==> src/rtl/dpl_pkg.sv <==
// dpl_pkg: shared types and constants of the dbscan point labeler
// command and status bundles between controller and datapath
// no dependencies
`default_nettype none

package dpl_pkg;

    localparam int LABEL_W  = 7;
    localparam int RADIUS_W = 16;
    localparam int MINNB_W  = 7;
    localparam int FCOUNT_W = 5;
    localparam int CFG_IDX_W = 2;
    localparam int CFG_DATA_W = 16;

    localparam logic [LABEL_W-1:0] LABEL_NOISE = 7'h7F;

    localparam logic [CFG_IDX_W-1:0] CFG_RADIUS = 2'd0;
    localparam logic [CFG_IDX_W-1:0] CFG_MINNB  = 2'd1;
    localparam logic [CFG_IDX_W-1:0] CFG_FCOUNT = 2'd2;

    localparam logic [RADIUS_W-1:0] RADIUS_RST = 16'd128;
    localparam logic [MINNB_W-1:0]  MINNB_RST  = 7'd2;
    localparam logic [FCOUNT_W-1:0] FCOUNT_RST = 5'd16;

    typedef struct packed {
        logic load;
        logic fill_step;
        logic clu_start;
        logic i_inc;
        logic core_from_i;
        logic core_from_q;
        logic j_clear;
        logic j_inc;
        logic pair_start;
        logic cnt_inc;
        logic mark_noise;
        logic mark_cluster;
        logic mark_sel_q;
        logic seed_i;
        logic push_j;
        logic q_take;
        logic cluster_inc;
        logic out_load;
        logic finish;
    } cmd_t;

    typedef struct packed {
        logic set_last;
        logic fill_needed;
        logic fill_last;
        logic i_end;
        logic i_visited;
        logic j_end;
        logic j_skip;
        logic pair_done;
        logic neighbor;
        logic is_core;
        logic q_empty;
        logic q_visited;
        logic q_noise;
        logic out_busy;
    } status_t;

endpackage

`default_nettype wire

==> src/rtl/dpl_ctrl.sv <==
// dpl_ctrl: sequencer for loading, clustering with seed queue expansion and label output
// uses dpl_pkg command and status bundles
`default_nettype none

module dpl_ctrl (
    input  wire logic             clk,
    input  wire logic             rst_n,
    input  wire logic             in_valid,
    output logic                  in_ready,
    input  wire dpl_pkg::status_t st,
    output dpl_pkg::cmd_t         cmd
);

    localparam logic [3:0] S_LOAD      = 4'd0;
    localparam logic [3:0] S_FILL      = 4'd1;
    localparam logic [3:0] S_START     = 4'd2;
    localparam logic [3:0] S_OUTER     = 4'd3;
    localparam logic [3:0] S_CORE_J    = 4'd4;
    localparam logic [3:0] S_CORE_WAIT = 4'd5;
    localparam logic [3:0] S_CORE_END  = 4'd6;
    localparam logic [3:0] S_ENQ_J     = 4'd7;
    localparam logic [3:0] S_ENQ_WAIT  = 4'd8;
    localparam logic [3:0] S_DRAIN     = 4'd9;
    localparam logic [3:0] S_DRAIN_W   = 4'd10;
    localparam logic [3:0] S_DRAIN_X   = 4'd11;
    localparam logic [3:0] S_EMIT_RD   = 4'd12;
    localparam logic [3:0] S_EMIT_W    = 4'd13;

    logic [3:0] state_reg, state_next;
    logic       from_q_reg, from_q_next;

    always_ff @(posedge clk or negedge rst_n)
    begin
        if (!rst_n)
        begin
            state_reg  <= S_LOAD;
            from_q_reg <= 1'b0;
        end
        else
        begin
            state_reg  <= state_next;
            from_q_reg <= from_q_next;
        end
    end

    assign in_ready = state_reg == S_LOAD;

    always_comb
    begin
        state_next  = state_reg;
        from_q_next = from_q_reg;
        cmd         = '0;
        unique case (state_reg)
            S_LOAD:
            begin
                cmd.load = in_valid;
                if (in_valid && st.set_last)
                begin
                    state_next = st.fill_needed ? S_FILL : S_START;
                end
            end
            S_FILL:
            begin
                // zero the features a short final point never got
                cmd.fill_step = 1'b1;
                if (st.fill_last)
                begin
                    state_next = S_START;
                end
            end
            S_START:
            begin
                cmd.clu_start = 1'b1;
                state_next    = S_OUTER;
            end
            S_OUTER:
            begin
                if (st.i_end)
                begin
                    cmd.j_clear = 1'b1;
                    state_next  = S_EMIT_RD;
                end
                else if (st.i_visited)
                begin
                    cmd.i_inc = 1'b1;
                end
                else
                begin
                    cmd.core_from_i = 1'b1;
                    from_q_next     = 1'b0;
                    state_next      = S_CORE_J;
                end
            end
            S_CORE_J:
            begin
                if (st.j_end)
                begin
                    state_next = S_CORE_END;
                end
                else
                begin
                    cmd.pair_start = 1'b1;
                    state_next     = S_CORE_WAIT;
                end
            end
            S_CORE_WAIT:
            begin
                if (st.pair_done)
                begin
                    cmd.cnt_inc = st.neighbor;
                    cmd.j_inc   = 1'b1;
                    state_next  = S_CORE_J;
                end
            end
            S_CORE_END:
            begin
                if (from_q_reg)
                begin
                    cmd.j_clear = st.is_core;
                    state_next  = st.is_core ? S_ENQ_J : S_DRAIN;
                end
                else if (!st.is_core)
                begin
                    cmd.mark_noise = 1'b1;
                    cmd.i_inc      = 1'b1;
                    state_next     = S_OUTER;
                end
                else
                begin
                    // new cluster seeded from point i
                    cmd.mark_cluster = 1'b1;
                    cmd.seed_i       = 1'b1;
                    cmd.j_clear      = 1'b1;
                    state_next       = S_ENQ_J;
                end
            end
            S_ENQ_J:
            begin
                if (st.j_end)
                begin
                    state_next = S_DRAIN;
                end
                else if (st.j_skip)
                begin
                    cmd.j_inc = 1'b1;
                end
                else
                begin
                    cmd.pair_start = 1'b1;
                    state_next     = S_ENQ_WAIT;
                end
            end
            S_ENQ_WAIT:
            begin
                if (st.pair_done)
                begin
                    cmd.push_j = st.neighbor;
                    cmd.j_inc  = 1'b1;
                    state_next = S_ENQ_J;
                end
            end
            S_DRAIN:
            begin
                if (st.q_empty)
                begin
                    cmd.cluster_inc = 1'b1;
                    cmd.i_inc       = 1'b1;
                    state_next      = S_OUTER;
                end
                else
                begin
                    state_next = S_DRAIN_W;
                end
            end
            S_DRAIN_W:
            begin
                cmd.q_take = 1'b1;
                state_next = S_DRAIN_X;
            end
            S_DRAIN_X:
            begin
                cmd.mark_sel_q = 1'b1;
                if (st.q_visited && st.q_noise)
                begin
                    // noise point becomes a border point
                    cmd.mark_cluster = 1'b1;
                    state_next       = S_DRAIN;
                end
                else if (!st.q_visited)
                begin
                    cmd.mark_cluster = 1'b1;
                    cmd.core_from_q  = 1'b1;
                    from_q_next      = 1'b1;
                    state_next       = S_CORE_J;
                end
                else
                begin
                    state_next = S_DRAIN;
                end
            end
            S_EMIT_RD:
            begin
                if (st.j_end)
                begin
                    cmd.finish = 1'b1;
                    state_next = S_LOAD;
                end
                else if (!st.out_busy)
                begin
                    state_next = S_EMIT_W;
                end
            end
            S_EMIT_W:
            begin
                cmd.out_load = 1'b1;
                cmd.j_inc    = 1'b1;
                state_next   = S_EMIT_RD;
            end
            default:
            begin
                state_next = S_LOAD;
            end
        endcase
    end

    a_load_only_idle: assert property (@(posedge clk) disable iff (!rst_n)
        cmd.load |-> (state_reg == S_LOAD && in_valid))
        else $error("feature taken outside load");

    a_wait_holds: assert property (@(posedge clk) disable iff (!rst_n)
        ((state_reg == S_CORE_WAIT || state_reg == S_ENQ_WAIT) && !st.pair_done)
        |=> (state_reg == $past(state_reg)))
        else $error("left pair wait before distance done");

    a_emit_after_read: assert property (@(posedge clk) disable iff (!rst_n)
        (state_reg == S_EMIT_W) |-> ($past(state_reg) == S_EMIT_RD))
        else $error("result loaded without label read");

endmodule

`default_nettype wire
==> config.mk <==
export PLATFORM = sky130hd
export DESIGN_NAME = dpl_ctrl
export DESIGN_NICKNAME = d
export VERILOG_FILES = /design/src/rtl/dpl_pkg.sv /design/src/rtl/dpl_ctrl.sv
export SDC_FILE = /design/constraint.sdc
export NUM_CORES = 1
export LEC_CHECK = 0
export BUFFER_PORTS_ARGS = -buffer_cell sky130_fd_sc_hd__buf_2
export CORE_MARGIN = 2
export CORE_UTILIZATION = 45
export DETAILED_ROUTE_END_ITERATION = 7
export PLACE_DENSITY_LB_ADDON = 0.05
export SYNTH_ARGS = -nofsm -noshare
export SYNTH_HDL_FRONTEND = slang
export SYNTH_SLANG_ARGS = --single-unit
==> constraint.sdc <==
create_clock -name clk -period 1.75 [get_ports clk]
set_input_delay 0.175 -clock clk [delete_from_list [all_inputs] [get_ports clk]]
set_output_delay 0.175 -clock clk [all_outputs]
set_load 0.05 [all_outputs]
==> results.md <==
- top cell type by total area after synthesis: dfrtp_1
- DR pass1 iterations: 4
- async set or reset register ratio after synthesis: 100%
- transition at the pin with the smallest max-transition slack: 0.324 ns
- number of flip-flops under the largest register name: 4
- overall die area: 2160 um^2
- gpl congestion: 0.912
- hold violation count in the final report: 0
- Post-DP HPWL: 1.98 mm
- number of global-route vias before repair: 943
- number of endpoints failing setup at the final stage: 4
- cell internal pwr: 1.26 mW
- fraction of layout cells with a size suffix above 1: 62.1%
- IO Count: 37
- endpoint kind of the worst setup timing path: output port
- detailed-route wire length per cell: 16.1 um
- placed instance count: 176
- arrival time at the worst endpoint: 1.61 ns
- post-route minimum period: 1.78 ns
- CTS Root Buffer Type: clkbuf_4
- CTS buffer count: 3
- flip-flop and latch count after synthesis: 5
- Max IR drop VDD: 1550 uV
- Routed met1 length: 1.28 mm
- pin count of the biggest net entering global routing: 14
- Post-synth EDFFs: 0
- timing-limited maximum frequency: 0.560 GHz
- class of the tightest hold or removal check: input pin to asynchronous set/reset pin
- average cell area after synthesis: 7.75 um^2
- # H-tree levels: 1
- proportion of total power due to net switching: 51.9%
- data required time at the worst endpoint: 1.57 ns
- sequential cell fraction of total power: 11.7%
- Worst Setup Start Kind: flip-flop
- area fraction of the dominant cell type after synthesis: 15.4%
- total vias in the final route: 1127
- wire length of the first global-routing pass: 4.26 mm
- number of maximum-capacitance constraint violations: 0
- Comb pwr share: 83.3%
- initial core utilization: 47.6%
- clock slew at reported path FFs: 0.05 ns
- Psw: 1.35 mW
- most used flip-flop cell after synthesis: dfrtp_1
- remaining antenna violation count: 0
- main combinational cell family by area after synthesis: simple AND/OR/NAND/NOR gates
- fraction of the mapped netlist area in simple logic gates: 41.2%
- part of the cycle the worst path needs: 102%
- Max Used Layer: met4
- Compound-Gate Fraction of Synth Area: 32.8%
- Placement Setup Slack: 0.0471 ns
- floorplan core area: 1710 um^2
- Static Leakage: 0.686 nW
- reg-to-reg critical path endpoint: state_reg[2]
- unrepaired setup endpoints after global routing: true
- antenna violations before repair: 0
- remaining global-route overflow: 0
- Largest stage delay, worst path: 0.54 ns
- synthesized netlist net count: 122
- Yosys cell types: 49
- vias per inst: 5.81
- adder and majority gate portion of the synthesized area: 0%
- relative slew slack: 78.1%
- length of routed met3 wiring: 202 um
- critical path fanouts, max: 6
- max-slew violation count: 0
- clock network fraction of total power: 5.1%
- Critical Path, Cell by Cell: buf_4, and3b_1, a211o_1, buf_6
- die extent in x: 46.5 um
- final WL: 3.13 mm
- largest cells by area after synthesis: dfrtp_1 (15%), a32oi_4 (6.8%), buf_6 (5.5%)
- synthesized netlist cell count: 105
- netlist area before placement: 813 um^2
- floorplan row count: 15
- clock insertion delay at the later pin of the skew report: 0.24 ns
- multiplexer share of the synthesized area: 0%
- Critical Path Slowest Stage Cell: dfrtp_4
- met2 WL post-DR: 1.64 mm
- y dimension of the die: 46.5 um
- origin of the critical flop-to-flop path: state_reg[0]
- failing checks: negative setup slack
- Reg2Reg Depth: 6
- CTS Buffer Depth: 2
- total power after layout: 2.61 mW
- Final WS setup: -0.0348 ns
- overall track demand over capacity in global routing: 27.6%
- Layout Area Growth over Synthesis: 87.4%
- post-route clock skew: 0.00604 ns
- CTS tree: done
- remaining routing DRC violations: 0
- final antenna diode count: 0
- Power per Cell Area: 1710 nW/um^2
- post-synthesis share of cell area spent on xor and xnor gates: 0%
- I/O Buffers: 36
- result of the run: complete, but fails checks
- capturing instance or port of the critical path: cmd[15]
- final layout net count: 187
- final setup TNS: -0.0539 ns
- part of the Yosys area used for sequential elements: 15.4%
- path type of the worst setup path: flip-flop to output port
- Synth warnings: 0
- register-to-register path setup slack: -0.01 ns
- worst setup path startpoint: state_reg[0]
- 1st-iter DRT viols: 44
- total clock sinks: 5
- final cell count without fillers: 194
-- power groups by stage --
stage / Sequential, mW / Clock [mW] / Combinational [mW]
final: 0.305 / 0.132 / 2.17
after global routing: 0.305 / 0.140 / 2.29
after CTS: 0.326 / 0.135 / 1.73
after detailed placement: 0.330 / 0 / 1.52
after global placement: 0.325 / 0 / 1.50
after floorplan: 0.247 / 0 / 1.18
-- kinds of logic after synthesis --
| logic type | Yosys count |
|---|---|
| and+or+nand+nor | 55 |
| AOI/OAI and AO/OA | 32 |
| buffers and inverters | 13 |
| DFF | 5 |
-- cells in the mapped netlist, types with 2 or more instances --
library cell and n:
nor3b_1 3, a21oi_1 4, nor2_1 10, nor4_1 3, and2_1 2, buf_6 4, dfrtp_1 5, o21ai_1 5
and3b_1 2, o21ai_0 2, nand2b_1 3, a211oi_1 2, nand3_1 4, inv_1 4, o22ai_1 3, nor3_1 5
a21o_1 2, nand2_1 10, a32oi_4 2
-- stage by stage --
step	cell area, um^2	hold slack (ns)	util [%]
after global placement	1200	-0.00956	70.4
after CTS	1360	0.255	79.5
final	1520	0.262	89.2
after global routing	1520	0.290	89.2
after floorplan	912	-0.121	-
after detailed placement	1200	-0.00962	70.4
-- worst min-delay path by stage --
stage	slack, ns	to	cells past startpoint	startpoint
finish	0.26	state_reg[0]	2	rst_n
floorplan	-0.12	from_q_reg	0	rst_n
detailed placement	-0.01	state_reg[1]	1	rst_n
global placement	-0.01	from_q_reg	1	rst_n
global route	0.29	from_q_reg	3	st[9]
CTS	0.25	from_q_reg	3	st[9]
-- area by class of cell --
type,count,area (um^2)
flip-flops and latches,5,133
repair buffers,67,528
fillers,80,184
well taps,25,31.3
multi-input cells,87,781
clock buffers,4,26.3
inverters,6,25.0
-- metal layers --
layer  GRT usage, %  up-vias
li1               -      526
met1           36.2      533
met2           45.8       64
met3           4.31        4
met4           8.57        0
met5              0        -
-- layout by cell type, fill, tap and decap left out, types with 4 or more instances in the layout --
| cell type | count |
|---|---|
| clkbuf_4 | 5 |
| nor2_1 | 8 |
| o21ai_1 | 4 |
| a21oi_1 | 4 |
| buf_2 | 21 |
| buf_4 | 31 |
| buf_6 | 8 |
| inv_1 | 4 |
| nand2_1 | 8 |
-- critical path: cells and delay by family (launching register included) --
kind	cells	cell delay [ns]
simple gates	1	0.20
buf+inv	2	0.35
flops	1	0.54
compound gates	1	0.28
-- repair_timing --
item,in CTS,in global routing
resized for setup,24,28
pin swaps,2,4
setup endpoints to repair,18,14
endpoints found under the hold margin,5,0
buffers inserted,4,9
hold buffers,1,0
No activity file was read; power rests on OpenSTA's default activity.
